==> src/hw/rtl/srnh_pkg.sv <==
// ----------------------------------------------------------------------------
// srnh_pkg
// Request types and codes of the sticky random next-hop selector.
// ----------------------------------------------------------------------------
`default_nettype none
package srnh_pkg;

    // Request kinds
    localparam logic [1:0] KIND_LOOKUP   = 2'd0;
    localparam logic [1:0] KIND_ADD      = 2'd1;
    localparam logic [1:0] KIND_REMOVE   = 2'd2;
    localparam logic [1:0] KIND_RESERVED = 2'd3;

    // Galois feedback mask, x^32+x^22+x^2+x+1
    localparam logic [31:0] LFSR_MASK = 32'h8020_0003;

    typedef struct packed {
        logic [1:0]  kind;
        logic [15:0] face_id;
        logic [15:0] ingress_face;
        logic        has_name;
        logic [31:0] segment_key;
    } t_in_req;

    typedef struct packed {
        logic        has_egress;
        logic [15:0] egress_face;
        logic        reused;
        logic [4:0]  hop_count;
    } t_out_req;

endpackage
`default_nettype wire

==> src/hw/rtl/sticky_random_next_hop_select_top.sv <==
// ----------------------------------------------------------------------------
// sticky_random_next_hop_select_top
// Ordered next-hop set in a one-port-read memory with sticky random lookup.
// ----------------------------------------------------------------------------
//  channel   | direction | handshake                | payload
//  in        | input     | i_in_valid / o_in_stall  | srnh_pkg::t_in_req
//  out       | output    | o_out_valid / i_out_stall| srnh_pkg::t_out_req
//  cfg       | input     | i_cfg_valid / o_cfg_ready| lfsr seed, 32 bit
//
// One request at a time; the input stalls from acceptance until the result is
// loaded. Every request ends in the output stage, which waits while the out side
// stalls. Add, reused lookup, unused kind: one scan. Remove: scan, then a
// compaction pass if the face is found. Lookup with a draw: scan, bit-serial
// modulo of the 32-bit draw, then a pick scan that stops at the chosen entry.
// Synchronous active-low reset empties the set; no clearing pass is needed.
// A result waits in the output register while the out side stalls.
`default_nettype none
module sticky_random_next_hop_select_top #(
    parameter int MAX_NEXT_HOPS = 16
) (
    input  wire                      i_clk,
    input  wire                      i_rst_n,
    input  wire                      i_in_valid,
    output logic                     o_in_stall,
    input  wire srnh_pkg::t_in_req   i_in_data,
    output logic                     o_out_valid,
    input  wire                      i_out_stall,
    output srnh_pkg::t_out_req       o_out_data,
    input  wire                      i_cfg_valid,
    output logic                     o_cfg_ready,
    input  wire  [31:0]              i_cfg_data
);

    localparam int AW = $clog2(MAX_NEXT_HOPS);
    localparam int CW = $clog2(MAX_NEXT_HOPS + 1);

    typedef enum logic [2:0] {
        S_IDLE, S_SCAN, S_SHIFT, S_MOD, S_PICK, S_OUT
    } t_state;

    t_state             r_state;
    srnh_pkg::t_in_req  r_req;
    logic [CW-1:0]      r_total;
    logic [31:0]        r_key;
    logic               r_key_vld;
    logic [15:0]        r_last;
    logic [31:0]        r_lfsr;

    // scan pipeline
    logic [CW-1:0]      r_cnt;
    logic [CW-1:0]      r_dpos;
    logic               r_dv;
    logic [15:0]        r_rd_data;
    logic               r_f_fnd;
    logic [CW-1:0]      r_f_pos;
    logic               r_i_fnd;
    logic               r_l_fnd;

    // modulo unit
    logic [31:0]        r_quo;
    logic [CW-1:0]      r_rem;
    logic [CW-1:0]      r_div;
    logic [4:0]         r_bit;
    logic [CW-1:0]      r_seen;

    // result
    logic               r_has;
    logic [15:0]        r_egr;
    logic               r_reu;
    logic               r_ovld;
    srnh_pkg::t_out_req r_out;

    logic [15:0]        mem [MAX_NEXT_HOPS];

    logic               in_acc;
    logic               out_free;
    logic [AW-1:0]      rd_addr;
    logic               we;
    logic [AW-1:0]      wa;
    logic [15:0]        wd;
    logic [CW-1:0]      prev_pos;
    logic [31:0]        n_lfsr;
    logic [CW-1:0]      elig;
    logic [CW:0]        rem_sh;
    logic [CW+4:0]      cnt_ext;

    assign in_acc      = i_in_valid && !o_in_stall;
    assign o_in_stall  = (r_state != S_IDLE);
    assign o_cfg_ready = (r_state == S_IDLE);
    assign out_free    = !r_ovld || !i_out_stall;
    assign o_out_valid = r_ovld;
    assign o_out_data  = r_out;
    assign rd_addr     = r_cnt[AW-1:0];
    assign prev_pos    = r_dpos - CW'(1);
    assign n_lfsr      = r_lfsr[0] ? ((r_lfsr >> 1) ^ srnh_pkg::LFSR_MASK) : (r_lfsr >> 1);
    assign elig        = (r_total - CW'(r_i_fnd) == '0) ? CW'(1) : r_total - CW'(r_i_fnd);
    assign rem_sh      = {r_rem, r_quo[31]};
    assign cnt_ext     = (CW + 5)'(r_total);

    // memory write port: append on add, compaction on remove
    always_comb begin
        we = 1'b0;
        wa = r_total[AW-1:0];
        wd = r_req.face_id;
        if (r_state == S_SCAN && !(r_cnt < r_total) && !r_dv
                && r_req.kind == srnh_pkg::KIND_ADD && !r_f_fnd
                && r_total < CW'(MAX_NEXT_HOPS)) begin
            we = 1'b1;
        end else if (r_state == S_SHIFT && r_dv) begin
            we = 1'b1;
            wa = prev_pos[AW-1:0];
            wd = r_rd_data;
        end
    end

    // hop list memory
    always_ff @(posedge i_clk) begin
        if (we) begin
            mem[wa] <= wd;
        end
        r_rd_data <= mem[rd_addr];
    end

    // sequencer
    always_ff @(posedge i_clk) begin
        if (!i_rst_n) begin
            r_state   <= S_IDLE;
            r_total   <= '0;
            r_key     <= '0;
            r_key_vld <= 1'b0;
            r_last    <= '0;
            r_lfsr    <= 32'd1;
            r_ovld    <= 1'b0;
            r_dv      <= 1'b0;
            r_cnt     <= '0;
        end else begin
            // output stage reloads the register itself
            if (r_ovld && !i_out_stall && r_state != S_OUT) begin
                r_ovld <= 1'b0;
            end
            case (r_state)
                S_IDLE: begin
                    if (i_cfg_valid) begin
                        r_lfsr <= (i_cfg_data == '0) ? 32'd1 : i_cfg_data;
                    end
                    if (in_acc) begin
                        r_req   <= i_in_data;
                        r_cnt   <= '0;
                        r_dv    <= 1'b0;
                        r_f_fnd <= 1'b0;
                        r_f_pos <= '0;
                        r_i_fnd <= 1'b0;
                        r_l_fnd <= 1'b0;
                        r_has   <= 1'b0;
                        r_egr   <= '0;
                        r_reu   <= 1'b0;
                        r_state <= S_SCAN;
                    end
                end
                S_SCAN: begin
                    r_dv   <= (r_cnt < r_total);
                    r_dpos <= r_cnt;
                    if (r_cnt < r_total) begin
                        r_cnt <= r_cnt + CW'(1);
                    end
                    if (r_dv) begin
                        if (r_rd_data == r_req.face_id && !r_f_fnd) begin
                            r_f_fnd <= 1'b1;
                            r_f_pos <= r_dpos;
                        end
                        if (r_rd_data == r_req.ingress_face) r_i_fnd <= 1'b1;
                        if (r_rd_data == r_last) r_l_fnd <= 1'b1;
                    end
                    if (!(r_cnt < r_total) && !r_dv) begin
                        r_state <= S_OUT;
                        case (r_req.kind)
                            srnh_pkg::KIND_ADD: begin
                                if (we) r_total <= r_total + CW'(1);
                            end
                            srnh_pkg::KIND_REMOVE: begin
                                if (r_f_fnd) begin
                                    r_cnt   <= r_f_pos + CW'(1);
                                    r_state <= S_SHIFT;
                                end
                            end
                            srnh_pkg::KIND_LOOKUP: begin
                                if (r_total != '0 && !(r_total == CW'(1) && r_i_fnd)) begin
                                    if (r_req.has_name && r_key_vld && r_key == r_req.segment_key
                                            && r_l_fnd) begin
                                        r_has <= 1'b1;
                                        r_reu <= 1'b1;
                                        r_egr <= r_last;
                                    end else begin
                                        if (r_req.has_name) begin
                                            r_key     <= r_req.segment_key;
                                            r_key_vld <= 1'b1;
                                        end
                                        r_lfsr  <= n_lfsr;
                                        r_quo   <= n_lfsr;
                                        r_rem   <= '0;
                                        r_div   <= elig;
                                        r_bit   <= '0;
                                        r_state <= S_MOD;
                                    end
                                end
                            end
                            default: begin
                            end
                        endcase
                    end
                end
                S_SHIFT: begin
                    r_dv   <= (r_cnt < r_total);
                    r_dpos <= r_cnt;
                    if (r_cnt < r_total) begin
                        r_cnt <= r_cnt + CW'(1);
                    end
                    if (!(r_cnt < r_total) && !r_dv) begin
                        r_total <= r_total - CW'(1);
                        r_state <= S_OUT;
                    end
                end
                S_MOD: begin
                    // restoring modulo, one dividend bit per cycle
                    r_quo <= {r_quo[30:0], 1'b0};
                    if (rem_sh >= {1'b0, r_div}) begin
                        r_rem <= rem_sh[CW-1:0] - r_div;
                    end else begin
                        r_rem <= rem_sh[CW-1:0];
                    end
                    r_bit <= r_bit + 5'd1;
                    if (r_bit == 5'd31) begin
                        r_cnt   <= '0;
                        r_dv    <= 1'b0;
                        r_seen  <= '0;
                        r_state <= S_PICK;
                    end
                end
                S_PICK: begin
                    r_dv   <= (r_cnt < r_total);
                    r_dpos <= r_cnt;
                    if (r_cnt < r_total) begin
                        r_cnt <= r_cnt + CW'(1);
                    end
                    if (r_dv && r_rd_data != r_req.ingress_face) begin
                        if (r_seen == r_rem) begin
                            r_has   <= 1'b1;
                            r_egr   <= r_rd_data;
                            r_last  <= r_rd_data;
                            r_state <= S_OUT;
                        end else begin
                            r_seen <= r_seen + CW'(1);
                        end
                    end else if (!(r_cnt < r_total) && !r_dv) begin
                        r_state <= S_OUT;
                    end
                end
                S_OUT: begin
                    if (out_free) begin
                        r_ovld            <= 1'b1;
                        r_out.has_egress  <= r_has;
                        r_out.egress_face <= r_egr;
                        r_out.reused      <= r_reu;
                        r_out.hop_count   <= cnt_ext[4:0];
                        r_state           <= S_IDLE;
                    end
                end
                default: begin
                    r_state <= S_IDLE;
                end
            endcase
        end
    end

endmodule
`default_nettype wire

==> config.mk <==
export PLATFORM = sky130hd
export DESIGN_NAME = sticky_random_next_hop_select_top
export DESIGN_NICKNAME = d
export VERILOG_FILES = /design/src/hw/rtl/srnh_pkg.sv /design/src/hw/rtl/sticky_random_next_hop_select_top.sv
export SDC_FILE = /design/constraint.sdc
export NUM_CORES = 1
export LEC_CHECK = 0
export BUFFER_PORTS_ARGS = -buffer_cell sky130_fd_sc_hd__buf_2
export CORE_UTILIZATION = 55
export DETAILED_ROUTE_END_ITERATION = 6
export PLACE_DENSITY = 0.73
export SLEW_MARGIN = 20
export SYNTH_ARGS = -nofsm -noshare
export SYNTH_HDL_FRONTEND = slang
export SYNTH_SLANG_ARGS = --single-unit
==> constraint.sdc <==
create_clock -name i_clk -period 5.65 [get_ports i_clk]
set_clock_uncertainty 0.2 [all_clocks]
set_input_delay 1.4125 -clock i_clk [delete_from_list [all_inputs] [get_ports i_clk]]
set_output_delay 1.4125 -clock i_clk [all_outputs]
set_load 0.02 [all_outputs]
==> results of run 1 <==
worst min-delay path by stage:
stage | end | startpoint | cells past startpoint | slack, ps
4_1_cts | o_out_data[5]$_DFFE_PP_ | r_reu$_DFFE_PP_ | 0 | 220
3_3_place_gp | o_out_data[14]$_DFFE_PP_ | r_egr[8]$_DFFE_PP_ | 0 | 200
6_report | o_out_data[17]$_DFFE_PP_ | r_egr[11]$_DFFE_PP_ | 0 | 220
3_5_place_dp | o_out_data[5]$_DFFE_PP_ | r_reu$_DFFE_PP_ | 0 | 210
2_1_floorplan | o_out_data[10]$_DFFE_PP_ | r_egr[4]$_DFFE_PP_ | 0 | 200
5_1_grt | o_out_data[9]$_DFFE_PP_ | r_egr[3]$_DFFE_PP_ | 0 | 230
worst max-delay path, cell delays in order, from the launching register on:
cell and delay (ps):
dfxtp_1 510, nor3_1 780, buf_2 300
placed cells by master (no fill, tap or decap), types with 8 or more instances in the layout:
cell type,synthesis,layout
xnor2_1,51,51
buf_2,29,129
nor2_1,111,109
bufinv_16,0,8
nand2b_1,8,8
a22o_1,17,17
a311oi_2,29,29
ha_1,21,21
inv_1,18,17
clkinv_2,0,10
clkbuf_16,0,54
dfxtp_1,112,110
nand2_1,292,292
nor3_1,11,11
a21oi_1,63,63
clkbuf_1,52,14
nand3_1,16,16
clkinv_1,1,8
mux2i_1,22,22
nand4_1,17,17
edfxtp_1,429,429
xor2_1,56,56
nor4_1,21,21
mux4_2,80,80
o21ai_0,17,17
buf_4,2,36
state kept, by name, indices dropped and copies added (netlist names), 16 cells and up:
signal	flops
r_key	32
o_out_data	23
mem	256
r_lfsr	32
r_egr	16
r_last	16
r_quo	32
r_rd_data	16
r_req	67
layer usage:
| layer | part of all wire (%) | vias to the layer above | track usage, % |
|---|---|---|---|
| met4 | 2.8 | 0 | 8.81 |
| met5 | 0 | - | 0 |
| met2 | 50 | 456 | 39.4 |
| li1 | - | 6047 | - |
| met3 | 6.3 | 89 | 3.34 |
| met1 | 41 | 6710 | 32.5 |
power by group:
| part | internal, uW | switching [uW] |
|---|---|---|
| clock network | 2200 | 1520 |
| logic | 922 | 1230 |
| registers | 4720 | 423 |
cells by family after synthesis:
kind of cell	after synthesis
multiplexers	102
adder cells (fa/ha/maj)	22
AO/OA/AOI/OAI	167
flip-flops	541
AND/OR/NAND/NOR	512
buffers and inverters	115
XOR/XNOR	107
area by class of cell:
class,count,area [sq um]
Timing Repair Buffer,166,927
Tap cell,525,657
Clock inverter,30,390
Multi-Input combinational cell,910,6780
Inverter,19,72.6
Fill cell,2849,14500
Clock buffer,72,1460
Sequential cell,541,15100
through the flow:
| step | hold WS, ps | utilization [%] |
|---|---|---|
| final | 221 | 63.7 |
| after global routing | 234 | 63.7 |
| after CTS | 222 | 63.7 |
| after detailed placement | 209 | 59.0 |
| after global placement | 203 | 59.0 |
| after floorplan | 200 | - |
==> flow_summary.toml, run 1 <==
[run_status]
status = "finished, final reports clean"

[sta]
worst_slew_pin_slew_ps = 1170
slew_headroom_pct = 20.9
fin_ws_ps = 1840
grt_setup_unrepaired = "false"
setup_violations = 0
hold_viol_final = 0
fin_crit_sh_pct = 67.4
max_freq_mhz = 263
tns_ps = 0
drv_slew = 0
finalCriticalPeriod_ps = 3810

[worst_setup_path]
critPathCaptureType = "primary output"
path_class = "reg2out"
crit_required_ps = 4040
r2r-end = "r_key[4]$_SDFFE_PN0P_"
r2r_slack_ps = 1990
crit_arrival_ps = 2200
r2r.worst_path.cells = 10
r2r_start = "r_total[2]$_SDFFE_PN0P_"
cp_max_fo = 21
startpoint = "r_state[0]$_SDFFE_PN0P_"
crit_path_end = "o_cfg_ready"
critPathLaunchType = "flip-flop"

[logic_synthesis]
synth_cells = 1566
syn_avg_cell_area_sq_um = 14.3
synth_edf_count = 429
ys_seq_area_share_pct = 67.6
synthesis.nets = 1692
synth_top_area_share_pct = 57.5
synthDistinctLibCells = 64
async_flop_share_pct = 0
yosys.area_share.xor_xnor_pct = 4.19
ys.flop_type = "edfxtp_1"
synthMuxAreaShare_pct = 9.03
synth_compound_area_share_pct = 5.91
synthSimpleGateAreaFrac_pct = 9.80
synth_top_cell_by_area = "edfxtp_1"
synth.area.top_cells = "edfxtp_1, dfxtp_1, mux4_2"
synth-adder-area-share_pct = 1.26
ys_ff_latch = 541
yosysMostFrequentCell = "edfxtp_1"
synth_top_family_by_area = "simple AND/OR/NAND/NOR gates"
synth_warnings = 0
syn_area_sq_mm = 0.0224
ys_top_cells_by_count = "edfxtp_1, nand2_1, dfxtp_1"

[detailed_routing]
routedWlPerCell_microns = 21.7
first_iter_violations = 1248
route.detailed.drc = 0
routed_wl_microns = 49100
drtPass1Iterations = 5
ant_nets = 0
via_per_inst = 5.88
vias = 13302

[global_route]
overflow = 0
grt_usage_pct = 23.9
grt_pass1_wl_microns = 74700
antenna_found_initial = 0
grt_start_max_net_pins = 71
grt_pass1_vias = 13046

[placed_design]
dpl.cell_count = 2161
place_hpwl_microns = 30500
pre_cts_slack_ps = 1500
placed_cell_area_sq_mm = 0.0236
gp_congestion = 0.823
numPortBuffers = 129

[floorplan]
row_count = 73
start_util_pct = 56.1
die_area_sq_mm = 0.0415
pin_count = 130
die_h_microns = 204
fp.dieW_microns = 204
core_sq_mm = 0.0399

[clocking]
cts_buffers = 54
cts_tree = "built"
cts_sinks = 541
cts_hold_buf = 0
htree_num_levels = 2
clk_pin_slew_ps = 60
cts_root_buf = "clkbuf_16"
cts_setup_buffers = 0
cts_buffer_depth = 3
clk_latency_ps = 620
cts_resized = 0

[power]
power.total_uw = 11000
power.density_mw_per_mm2 = 433
leakagePower_uw = 0.00875
ir_worst_vdd_uv = 439

[min_path]
hold_class = "reg2reg"

[layout]
nNetsFinal = 1818
area_growth_pct = 13.5
antenna_cells = 0
final_cells = 2263
postLayoutCellArea_sq_mm = 0.0254
drive_gt1_share_pct = 21.6

[job]
maxCapViolCount = 0
No activity file was read; power rests on OpenSTA's default activity.
==> inputs of run 2 (changes only) <==
ABC_AREA = 1   (was default)
PLACE_DENSITY = 0.76   (was 0.73)
clock period = 3.45 ns   (was 5.65 ns; I/O delays follow)
==> flow_summary.toml, run 2 <==
[logic_synthesis]
synth_warnings = 0
synthesis.nets = 2208
synth.area.top_cells = "edfxtp_1, dfxtp_1, o21ai_0"
ys_ff_latch = 541
async_flop_share_pct = 0
synth_edf_count = 429
ys_top_cells_by_count = "edfxtp_1, nand2_1, nor2_1"
ys_seq_area_share_pct = 67.1
synthDistinctLibCells = 46
synth_top_area_share_pct = 57.1
yosysMostFrequentCell = "edfxtp_1"
synth_top_cell_by_area = "edfxtp_1"
synth_cells = 2082
syn_area_sq_mm = 0.0226
syn_avg_cell_area_sq_um = 10.8
ys.flop_type = "edfxtp_1"

[clocking]
cts_buffers = 52
cts_sinks = 541
cts_buffer_depth = 3
cts_root_buf = "clkbuf_16"
htree_num_levels = 2
cts_tree = "built"
cts_setup_buffers = 0
cts_resized = 0
clk_pin_slew_ps = 60
cts_hold_buf = 0
clk_latency_ps = 610

[layout]
largest_registers = "mem: 256 flops, r_req: 67 flops"
nNetsFinal = 2354
final_common_cell = "edfxtp_1"
max_flop_register = "mem"
antenna_cells = 0
drive_gt1_share_pct = 13.3
area_growth_pct = 13.9
largest_reg_flops = 256
most-common-layout-cells = "edfxtp_1, nand2_1, nor2_1"
final_cells = 2797

[worst_setup_path]
crit_required_ps = 3540
critPathCaptureType = "flip-flop"
cp_max_fo = 34
slowest_stage = "dfxtp_1"
max_stage_delay_ps = 370
worstPathCellList = "inv_1 -> nor2_1 -> inv_2 -> nor2_2 -> nand2_1 -> buf_4 -> o21ai_1 -> nand2_1 -> nor2_1 -> buf_4"
crit_arrival_ps = 3050
critPathLaunchType = "flip-flop"
path_class = "reg2reg"

[detailed_routing]
first_iter_violations = 1707
routedWlPerCell_microns = 19.1
via_per_inst = 5.71
vias = 15960
drtPass1Iterations = 5
ant_nets = 0
route.detailed.drc = 0
routed_wl_microns = 53600

[sta]
tns_ps = 0
fin_ws_ps = 495
drv_slew = 0
grt_setup_unrepaired = "false"
fin_crit_sh_pct = 85.7
worst_slew_pin_slew_ps = 778
max_freq_mhz = 338
finalCriticalPeriod_ps = 2960
hold_viol_final = 0
slew_headroom_pct = 48.1
hold_slack_ps = 216
setup_violations = 0

[global_route]
grt_usage_pct = 25.8
grt_pass1_wl_microns = 82900
antenna_found_initial = 0
grt_start_max_net_pins = 70
grt_pass1_vias = 15294
overflow = 0

[placed_design]
gp_congestion = 0.901
numPortBuffers = 129
pre_cts_slack_ps = 558
place_hpwl_microns = 34600
dpl.cell_count = 2699

[floorplan]
fp.dieW_microns = 204
die_area_sq_mm = 0.0418
pin_count = 130
die_h_microns = 204
core_sq_mm = 0.0401
start_util_pct = 56.2
row_count = 73

[run_status]
status = "finished, final reports clean"

[power]
power.density_mw_per_mm2 = 737
ir_worst_vdd_uv = 490
leakagePower_uw = 0.00964
power.total_uw = 18900

[job]
maxCapViolCount = 0

[min_path]
hold_class = "reg2reg"
==> run 2: worst max-delay path: cells and delay by family (launching register included) <==
| family | cells | cell delay [ps] |
|---|---|---|
| flops | 1 | 370 |
| buf+inv | 4 | 730 |
| compound gates | 1 | 320 |
| simple gates | 5 | 1010 |
==> run 2: per-stage QoR <==
stage | util (%) | cell area [sq um]
after detailed placement | 59.8 | 24000
after CTS | 64.1 | 25700
after global placement | 59.8 | 24000
final | 64.1 | 25700
after floorplan | - | 22600
after global routing | 64.1 | 25700
==> run 2: cells by family (layout without fill, tap and decap cells) <==
group           after synthesis  after routing  synth area share [%]
compound gates              459            459                  11.2
xor+xnor                     71             71                  2.76
fa+ha+maj                    22             22                  1.25
buf+inv                     271            461                  4.70
flops                       541            541                  67.1
simple gates                718            718                  13.0
==> run 2: power breakdown <==
group / internal [uW] / leakage (uW) / total (uW) / switching (uW)
Clock: 3350 / 0.000848 / 5740 / 2400
Combinational: 1450 / 0.00396 / 4840 / 3390
Sequential: 7820 / 0.00483 / 8350 / 533
==> run 2: final timing paths <==
kind	slack, ps	startpoint	endpoint	depth (start not counted)
max	490	r_state[1]$_SDFFE_PN0P_	mem[11][3]$_DFFE_PP_	10
min	220	r_egr[14]$_DFFE_PP_	o_out_data[20]$_DFFE_PP_	0
max reg2reg	490	r_state[1]$_SDFFE_PN0P_	mem[11][3]$_DFFE_PP_	10
min reg2reg	220	r_egr[14]$_DFFE_PP_	o_out_data[20]$_DFFE_PP_	0
==> run 2: cell type report <==
cell class	instances	area, sq um
clock buffer	77	1480
tap	525	657
multi-input combinational	1270	6400
sequential	541	15100
fill	3011	14400
clock inverter	21	258
inverter	173	651
timing repair buffer	190	1130
==> run 2: per-layer routing <==
metal,up-vias,track usage (%),wire length (microns)
li1,7521,-,-
met4,0,10.9,1920
met2,656,42.6,26000
met5,-,0,0
met1,7687,34.5,21600
met3,96,3.39,4040
==> inputs of run 3 (changes only) <==
CORE_MARGIN = 3   (was default)
==> flow_summary.toml, run 3 (synthesis gave the netlist of run 2 again) <==
[floorplan]
fp.dieW_microns = 208
core_sq_mm = 0.0401
die_h_microns = 208
pin_count = 130
start_util_pct = 56.2
row_count = 73
die_area_sq_mm = 0.0435

[placed_design]
gp_congestion = 0.903
placed_cell_area_sq_mm = 0.0239
numPortBuffers = 129
place_hpwl_microns = 34600
pre_cts_slack_ps = 509

[sta]
setup_violations = 0
max_freq_mhz = 327
slew_headroom_pct = 37.9
fin_ws_ps = 394
tns_ps = 0
worst_slew_pin_slew_ps = 932
hold_viol_final = 0
finalCriticalPeriod_ps = 3060
fin_crit_sh_pct = 88.6
drv_slew = 0
grt_setup_unrepaired = "false"

[worst_setup_path]
path_class = "reg2reg"
crit_arrival_ps = 3150
crit_required_ps = 3550
r2r.worst_path.cells = 10
critPathCaptureType = "flip-flop"
critPathLaunchType = "flip-flop"
cp_max_fo = 34

[job]
maxCapViolCount = 0

[detailed_routing]
ant_nets = 0
drtPass1Iterations = 7
route.detailed.drc = 4
routed_wl_microns = 54800
first_iter_violations = 1738
routedWlPerCell_microns = 19.6
via_per_inst = 5.75
vias = 16048

[layout]
drive_gt1_share_pct = 13.5
max_flop_register = "mem"
nNetsFinal = 2349
largest_registers = "mem: 256 flops, r_req: 67 flops"
largest_reg_flops = 256
fin_util_pct = 64.1
area_growth_pct = 14.0
final_common_cell = "edfxtp_1"
most-common-layout-cells = "edfxtp_1, nand2_1, nor2_1"
postLayoutCellArea_sq_mm = 0.0257

[clocking]
clk_latency_ps = 610
clk_pin_slew_ps = 60
cts_buffer_depth = 3
htree_num_levels = 2
cts_buffers = 52
cts_sinks = 541
cts_setup_buffers = 0
cts_hold_buf = 0
cts_resized = 0
cts_root_buf = "clkbuf_16"
cts_tree = "built"

[global_route]
overflow = 0
grt_usage_pct = 24.6
grt_start_max_net_pins = 134
grt_pass1_vias = 15705
antenna_found_initial = 0
grt_pass1_wl_microns = 84900

[run_status]
status = "finished, violations left"
violations = "DRC"

[power]
power.density_mw_per_mm2 = 742
leakagePower_uw = 0.00964
ir_worst_vdd_uv = 482
power.total_uw = 19100

[min_path]
whs_path_depth = 0
hold_class = "reg2reg"
## run 3: per-stage QoR
step / std cells / hold WS (ps)
4_1_cts: 2792 / 203
3_3_place_gp: 2694 / 202
2_1_floorplan: 2082 / 200
5_1_grt: 2792 / 196
3_5_place_dp: 2694 / 205
6_report: 2793 / 217
## run 3: per-layer routing
metal / part of all wire (%) / GRT usage, % / vias to the layer above / wire [microns]
met4: 3.1 / 8.44 / 0 / 1700
met1: 39 / 31.3 / 7740 / 21300
li1: - / - / 7522 / -
met2: 50 / 42.3 / 668 / 27500
met5: 0 / 0 / - / 0
met3: 7.7 / 4.96 / 118 / 4230
## run 3: final timing paths
path | from | end | slack [ps]
worst max-delay path | r_state[1]$_SDFFE_PN0P_ | mem[13][7]$_DFFE_PP_ | 390
worst min-delay path | r_egr[7]$_DFFE_PP_ | o_out_data[13]$_DFFE_PP_ | 220
worst max register to register | r_state[1]$_SDFFE_PN0P_ | mem[13][7]$_DFFE_PP_ | 390
worst min register to register | r_egr[7]$_DFFE_PP_ | o_out_data[13]$_DFFE_PP_ | 220
## run 3: layout make-up
type	instances	area, sq um
antenna	1	2.50
tap	525	657
clock buffer	69	1500
inverter	173	651
timing repair buffer	185	1090
multi-input combinational	1270	6400
clock inverter	29	282
fill	3005	14400
sequential	541	15100
## run 3: worst max-delay path, cell delays in order (launching register included)
cell     delay (ps)
dfxtp_1         360
inv_1            80
nor2_1          120
inv_2            70
nor2_2          260
nand2_1         240
buf_4           290
o21ai_1         300
nand2_1         200
nor2_1          320
buf_4           290
## run 3: where the power goes
| part | leakage [uW] | switching (uW) | internal, uW | total (uW) |
|---|---|---|---|---|
| clock | 0.000879 | 2450 | 3370 | 5820 |
| combinational | 0.00393 | 3450 | 1450 | 4900 |
| sequential | 0.00483 | 531 | 7820 | 8350 |
| total | 0.00964 | 6430 | 12600 | 19100 |
